**src/rtl/core/qaa_pkg.sv**
```systemverilog
// ----------------------------------------------------------------------------
// qaa_pkg
// Shared types and constants of the quadtree area allocator.
// ----------------------------------------------------------------------------
package qaa_pkg;

	localparam int FLAG_W         = 8;
	localparam int SCALE_W        = 3;
	localparam int NODE_W         = 13;
	localparam int COORD_W        = 7;
	localparam int LVL_W          = 4;
	localparam int DEF_MAX_SCALE  = 6;
	localparam int DEF_NODE_COUNT = 5461;

	localparam logic [FLAG_W-1:0] FLAGS_FREE = 8'hFF;
	localparam logic [FLAG_W-1:0] FLAGS_USED = 8'h00;

	typedef enum logic [3:0] {
		S_CLEAR,
		S_IDLE,
		S_ROOT_RD,
		S_ROOT_CHK,
		S_DESC_LVL,
		S_DESC_RD,
		S_DESC_CHK,
		S_ALLOC_WR,
		S_REL_WR,
		S_REL_LVL,
		S_UP_START,
		S_UP_RD,
		S_UP_ACC,
		S_UP_PRD,
		S_UP_CMP
	} state_t;

	typedef enum logic [2:0] {
		A_CLR,
		A_ROOT,
		A_CHILD_NODE,
		A_CHILD_PAR,
		A_CUR,
		A_PARENT
	} addr_sel_t;

	typedef enum logic [1:0] {
		WD_ONES,
		WD_ZERO,
		WD_NV
	} wd_sel_t;

	typedef struct packed {
		addr_sel_t addr_sel;
		logic      we;
		wd_sel_t   wd_sel;
		logic      clr_inc;
		logic      ld_alloc;
		logic      ld_rel;
		logic      q_clr;
		logic      q_inc;
		logic      take;
		logic      bnd_step;
		logic      up_init;
		logic      acc;
		logic      ascend;
		logic      mark;
		logic      emit_ok;
		logic      emit_bad;
	} cmd_t;

	typedef struct packed {
		logic clr_last;
		logic func;
		logic rel_ok;
		logic root_ok;
		logic scale_zero;
		logic desc_fits;
		logic child_hit;
		logic q_last;
		logic desc_last;
		logic rel_above;
		logic up_go;
		logic up_fits;
		logic nv_same;
		logic is_alloc;
	} sts_t;

endpackage

```
**src/rtl/core/qaa_ctrl.sv**
```systemverilog
// ----------------------------------------------------------------------------
// qaa_ctrl
// Sequencer: clear sweep, allocate descent, release level search and
// ancestor repair, issued to the datapath as per-cycle commands.
// ----------------------------------------------------------------------------
module qaa_ctrl import qaa_pkg::*; (
	input  logic clk,
	input  logic arst_n,
	input  logic start,
	output logic busy,
	input  sts_t sts,
	output cmd_t cmd
);

	state_t state_q, state_n;

	always_ff @(posedge clk or negedge arst_n) begin
		if (!arst_n) begin
			state_q <= S_CLEAR;
		end else begin
			state_q <= state_n;
		end
	end

	assign busy = (state_q != S_IDLE);

	always_comb begin
		state_n = state_q;
		unique case (state_q)
			S_CLEAR: begin
				if (sts.clr_last) state_n = S_IDLE;
			end
			S_IDLE: begin
				if (start) begin
					if (!sts.func) state_n = S_ROOT_RD;
					else if (sts.rel_ok) state_n = S_REL_WR;
				end
			end
			S_ROOT_RD:  state_n = S_ROOT_CHK;
			S_ROOT_CHK: begin
				if (!sts.root_ok) state_n = S_IDLE;
				else if (sts.scale_zero) state_n = S_ALLOC_WR;
				else state_n = S_DESC_LVL;
			end
			S_DESC_LVL: state_n = sts.desc_fits ? S_DESC_RD : S_IDLE;
			S_DESC_RD:  state_n = S_DESC_CHK;
			S_DESC_CHK: begin
				if (sts.child_hit) state_n = sts.desc_last ? S_ALLOC_WR : S_DESC_LVL;
				else if (sts.q_last) state_n = S_IDLE;
				else state_n = S_DESC_RD;
			end
			S_ALLOC_WR: state_n = sts.scale_zero ? S_IDLE : S_UP_START;
			S_REL_WR:   state_n = S_REL_LVL;
			S_REL_LVL: begin
				if (!sts.rel_above) state_n = S_UP_START;
			end
			S_UP_START: state_n = (sts.up_go && sts.up_fits) ? S_UP_RD : S_IDLE;
			S_UP_RD:    state_n = S_UP_ACC;
			S_UP_ACC:   state_n = sts.q_last ? S_UP_PRD : S_UP_RD;
			S_UP_PRD:   state_n = S_UP_CMP;
			S_UP_CMP:   state_n = sts.nv_same ? S_IDLE : S_UP_START;
			default:    state_n = S_IDLE;
		endcase
	end

	always_comb begin
		cmd          = '0;
		cmd.addr_sel = A_ROOT;
		cmd.wd_sel   = WD_ONES;
		unique case (state_q)
			S_CLEAR: begin
				cmd.addr_sel = A_CLR;
				cmd.we       = 1'b1;
				cmd.clr_inc  = 1'b1;
			end
			S_IDLE: begin
				if (start) begin
					cmd.ld_alloc = !sts.func;
					cmd.ld_rel   = sts.func && sts.rel_ok;
				end
			end
			S_ROOT_RD: cmd.addr_sel = A_ROOT;
			S_ROOT_CHK: begin
				cmd.emit_bad = !sts.root_ok;
			end
			S_DESC_LVL: begin
				cmd.q_clr    = 1'b1;
				cmd.emit_bad = !sts.desc_fits;
			end
			S_DESC_RD: cmd.addr_sel = A_CHILD_NODE;
			S_DESC_CHK: begin
				cmd.take     = sts.child_hit;
				cmd.q_inc    = !sts.child_hit && !sts.q_last;
				cmd.emit_bad = !sts.child_hit && sts.q_last;
			end
			S_ALLOC_WR: begin
				cmd.addr_sel = A_CUR;
				cmd.we       = 1'b1;
				cmd.wd_sel   = WD_ZERO;
				cmd.mark     = 1'b1;
				cmd.emit_ok  = sts.scale_zero;
			end
			S_REL_WR: begin
				cmd.addr_sel = A_CUR;
				cmd.we       = 1'b1;
				cmd.wd_sel   = WD_ONES;
			end
			S_REL_LVL: begin
				cmd.bnd_step = sts.rel_above;
			end
			S_UP_START: begin
				cmd.up_init = sts.up_go && sts.up_fits;
				cmd.emit_ok = !(sts.up_go && sts.up_fits) && sts.is_alloc;
			end
			S_UP_RD: cmd.addr_sel = A_CHILD_PAR;
			S_UP_ACC: begin
				cmd.acc   = 1'b1;
				cmd.q_inc = !sts.q_last;
			end
			S_UP_PRD: cmd.addr_sel = A_PARENT;
			S_UP_CMP: begin
				cmd.addr_sel = A_PARENT;
				cmd.wd_sel   = WD_NV;
				cmd.we       = !sts.nv_same;
				cmd.ascend   = !sts.nv_same;
				cmd.emit_ok  = sts.nv_same && sts.is_alloc;
			end
			default: ;
		endcase
	end

endmodule

```
**config.mk**
```make
export PLATFORM = sky130hd
export DESIGN_NAME = qaa_ctrl
export DESIGN_NICKNAME = d
export VERILOG_FILES = /design/src/rtl/core/qaa_pkg.sv /design/src/rtl/core/qaa_ctrl.sv
export SDC_FILE = /design/constraint.sdc
export NUM_CORES = 1
export LEC_CHECK = 0
export BUFFER_PORTS_ARGS = -buffer_cell sky130_fd_sc_hd__buf_2
export CAP_MARGIN = 0
export CELL_PAD_IN_SITES_DETAIL_PLACEMENT = 0
export CELL_PAD_IN_SITES_GLOBAL_PLACEMENT = 2
export CORE_MARGIN = 2
export CORE_UTILIZATION = 20
export CTS_BUF_LIST = sky130_fd_sc_hd__clkbuf_4 sky130_fd_sc_hd__clkbuf_8
export DETAILED_ROUTE_END_ITERATION = 8
export PLACE_DENSITY = 0.76
export SLEW_MARGIN = 20
export SYNTH_ARGS = -nofsm -noshare
export SYNTH_HDL_FRONTEND = slang
export SYNTH_SLANG_ARGS = --single-unit
```
**constraint.sdc**
```tcl
create_clock -name clk -period 1.2 [get_ports clk]
set_input_delay 0.12 -clock clk [delete_from_list [all_inputs] [get_ports clk]]
set_output_delay 0.12 -clock clk [all_outputs]
set_load 0.01 [all_outputs]
```
# Word-level counts from Yosys, hierarchy flattened
# Index checks and enable logic that the tools add are counted.
dict set report totals {
  reg_bits 4
  latch_bits 0
  mem_bits_rw 0
  rom_bits 0
  output_inout_bits 20
  wordCells 70
  n_memories 0
}
dict set report op_classes {
  addsub 0
  mul 0
  n_div 0
  magnitude_cmp 0
  eq_ne 19
  shift 0
  mux 32
  bitwise_logic 0
  reduce_logical 18
}
# op count
set ops {}
lappend ops {{$pmux W4 S15} 1}
lappend ops {{$mux W4} 8}
lappend ops {{$eq A4 B4 Y1 const B} 7}
lappend ops {{$eq A4 B3 Y1 const B} 4}
lappend ops {{$mux W3} 5}
lappend ops {{$pmux W3 S5} 1}
lappend ops {{$eq A4 B2 Y1 const B} 2}
lappend ops {{$mux W1} 8}
lappend ops {{$mux W2} 4}
lappend ops {{$logic_not A1 Y1} 7}
lappend ops {{$logic_and A1 B1 Y1} 6}
lappend ops {{$ne A2 B2 Y1 const B} 3}
lappend ops {{$pmux W1 S3} 2}
lappend ops {{$eq A4 B1 Y1 const B} 1}
lappend ops {{$logic_not A4 Y1} 1}
lappend ops {{$ne A4 B1 Y1 const B} 1}
lappend ops {{$pmux W1 S2} 2}
lappend ops {{$pmux W2 S2} 1}
lappend ops {{$reduce_and A4 Y1} 1}
lappend ops {{$reduce_or A2 Y1} 2}
lappend ops {{$ne A3 B3 Y1 const B} 1}
lappend ops {{$reduce_or A3 Y1} 1}

# Logic depth before layout (Yosys ltp)
dict set report depth {
  depth_word 4
  depth_mapped 6
}

# Worst setup path before layout
# Ideal clock, no wire load.
dict set report synth_path {
  path_kind {reg2out}
  start {register state_q[3]}
  end {output port cmd[8] (netlist name)}
  t_arrival_ns 1.343
  path_slack_ns -0.263
  stages_incl_launch_ff 5
  n_path_buf 1
  path_cell_list {dfrtp_1 -> buf_4 -> inv_1 -> nand3_1 -> a2111oi_0}
}
# item line
set synth_rtl {}
lappend synth_rtl {{start, declared} qaa_ctrl.sv:15} ;# state_t state_q, state_n;
lappend synth_rtl {{start signal, assigned} qaa_ctrl.sv:21} ;# state_q <= state_n;
lappend synth_rtl {{end, declared} qaa_ctrl.sv:12} ;# output cmd_t cmd

==> run summary <==
Overall power = 3.16 mW
Clock power share = 0.055
N_diodes = 0
DP Area = 1110 um2
Root cell of the clock tree = clkbuf_4
Worst skew pair latency = 0.24 ns
H-tree lvl count = 1
Clock Tree Buf Depth = 2
Dominant combinational cell family by area after synthesis = simple AND/OR/NAND/NOR gates
Post-synth top area share = 0.145
GRT Residual Overflow = 0
Final setup fails = 24
Post-Syn Area = 689 um2
Status = complete, but fails checks
Crit Path Max Fanout = 5
Leak = 0.782 nW
IO Count = 37
Post-layout min period = 1.60 ns
Max reg flops = 4
Core Area = 3310 um2
Worst Setup Start Kind = register
First drt pass iteration count = 4
Crit path capture type = primary output
Top-count cell post-synth = nor2_1
Relative slew slack = 0.800
Synth cell count leaders = nor2_1 (19), nand2_1 (10), a21oi_1 (8)
Critical path data arrival time = 1.48 ns
CTS tree = built
Routed Antenna Nets = 0
Overall Global Routing Usage = 0.140
Via count = 1,100
Yosys warns = 0
Top Registers = state_q x4
Clock sinks = 4
VDD IR max = 1.02 mV
Pint = 1.73 mW
Detailed Route WL = 3310 um
Antenna violations before repair = 0
Pwr dens = 1970 nW/um2
Mux cell area share after synthesis = 0
Final Max Slew Viols = 0
Hold Path Class = input pin to register
Synth Area in Compound Gates = 0.289
Placed cells = 210
Switching share of power = 0.452
RSZ-0062 raised after global routing = true
Post-Syn Instances = 107
Syn nets = 124
Sequential share of power = 0.089
Fin. Hold Viols = 0
Post-synth EDFFs = 0
Failing checks = setup timing
Core Rows = 21
Clk_skew = 0.00109 ns
Die area = 3930 um2
Drt initial violations = 34
Syn_area_per_cell = 6.44 um2
HPWL after DPL = 2220 um
Biggest register = state_q
Post-Synth Adder-Cell Area = 0
# port buffers = 36
Die Span Y = 62.7 um
WL/cell = 14.1 um
Vias in the first global route = 948
Setup WS post-layout = -0.399 ns
Total CTS buffers = 3
Tightest Pin Transition = 0.297 ns
Via/cell ratio = 4.68
Final period util = 1.33
Simple logic cell fraction of the synthesized area = 0.434
Synth-to-Final Area Change = 132%
Max-Cap Viols = 0
Sw power = 1.43 mW
Netlist cell types = 36
CP Class = register to primary output
Worst-path clk slew = 0.04 ns
Async SR Flop Fraction = 1.00
Final Non-Filler Cells = 235
Part of the Yosys area used for sequential elements = 0.145
Final Cell Area = 1600 um2
Crit path required time = 1.08 ns
Die X = 62.7 um
Routability Congestion = 0.885
Xor/xnor cell area share of the yosys netlist = 0
Top cells by area, synth = dfrtp_1 (15%), nor2_1 (10%), a21oi_1 (5.8%)
Cell taking the most area after synthesis = dfrtp_1
Final Util = 0.483
Dominant synthesized flop cell = dfrtp_1
Synth Register Bits = 4
Final nets = 208
F_max = 625 MHz
Initial Util = 0.208
DRC = 0
Global-route wire length before repair = 4360 um
Largest net degree at the start of global routing = 11
Combinational cell fraction of total power = 0.856
Layout cell share with drive strength beyond 1 = 0.693
logic make-up after synthesis:
family,after synthesis
AO/OA/AOI/OAI,30
buffers and inverters,15
flip-flops,4
AND/OR/NAND/NOR,58
final cells by class:
cell class	count	area, um2
clock buffer	3	22.5
fill	327	1710
inverter	7	28.8
timing repair buffer	87	668
sequential	4	103
tap	46	57.6
multi-input combinational	88	719
worst paths after layout:
check	start	end	slack, ns	depth (start not counted)
worst max-delay path	state_q[3]	cmd[1]	-0.40	5
worst min-delay path	sts[13]	state_q[0]	0.11	3
worst max register to register	state_q[3]	state_q[1]	-0.34	6
worst min register to register	state_q[0]	state_q[0]	0.80	3
max in group asynchronous	arst_n	state_q[2]	0.85	2
min in group asynchronous	arst_n	state_q[1]	0.22	2
through the flow:
step / setup TNS [ns] / hold WS, ns / setup slack, ns
after floorplan: -0.249 / -0.176 / -0.0872
after global placement: -2.55 / -0.0683 / -0.259
after detailed placement: -3.07 / -0.0697 / -0.264
after CTS: -6.61 / 0.106 / -0.376
after global routing: -8.06 / 0.115 / -0.463
final: -7.13 / 0.106 / -0.399
power by group through the flow:
stage | Combinational [mW] | Clock (mW) | Sequential [mW]
floorplan | 1.03 | 0 | 0.211
global placement | 1.67 | 0 | 0.242
detailed placement | 1.67 | 0 | 0.249
CTS | 1.97 | 0.177 | 0.270
global route | 2.88 | 0.180 | 0.284
finish | 2.70 | 0.174 | 0.281
timing repair:
item / 4_1_cts / 5_1_grt
endpoints found under the setup margin: 24 / 24
gates cloned: 0 / 0
buffers inserted: 4 / 17
pin swaps: 5 / 14
hold buffers: 1 / 0
resized for setup: 37 / 37
hold endpoints to repair: 4 / 0
cell usage in the layout (no fill, tap or decap), types with 4 or more instances in the layout:
master and instances:
inv_1 5, nor2_1 12, o21ai_1 5, nor3_4 4, nand2_1 6, nand2b_4 5
nor3_1 4, nor2_4 4, buf_6 20, buf_4 31, a21oi_1 6, nand2_4 4
buf_2 33, nor2_2 4
worst max-delay path, stage by stage, from the launching register on:
cell and delay, ns:
dfrtp_2 0.46, buf_6 0.15, nor3b_4 0.14, and2b_1 0.18
o21ai_1 0.16, buf_2 0.15
routing by layer:
metal  wire length [um]  up-vias  track usage  share of wire
li1                   -      541            -              -
met1               1360      517        0.166           0.41
met2               1750       36        0.254           0.53
met3                152        6       0.0216          0.046
met4                 44        0       0.0500          0.013
met5                  0        -            0              0
(Power assumes the default switching activity.)
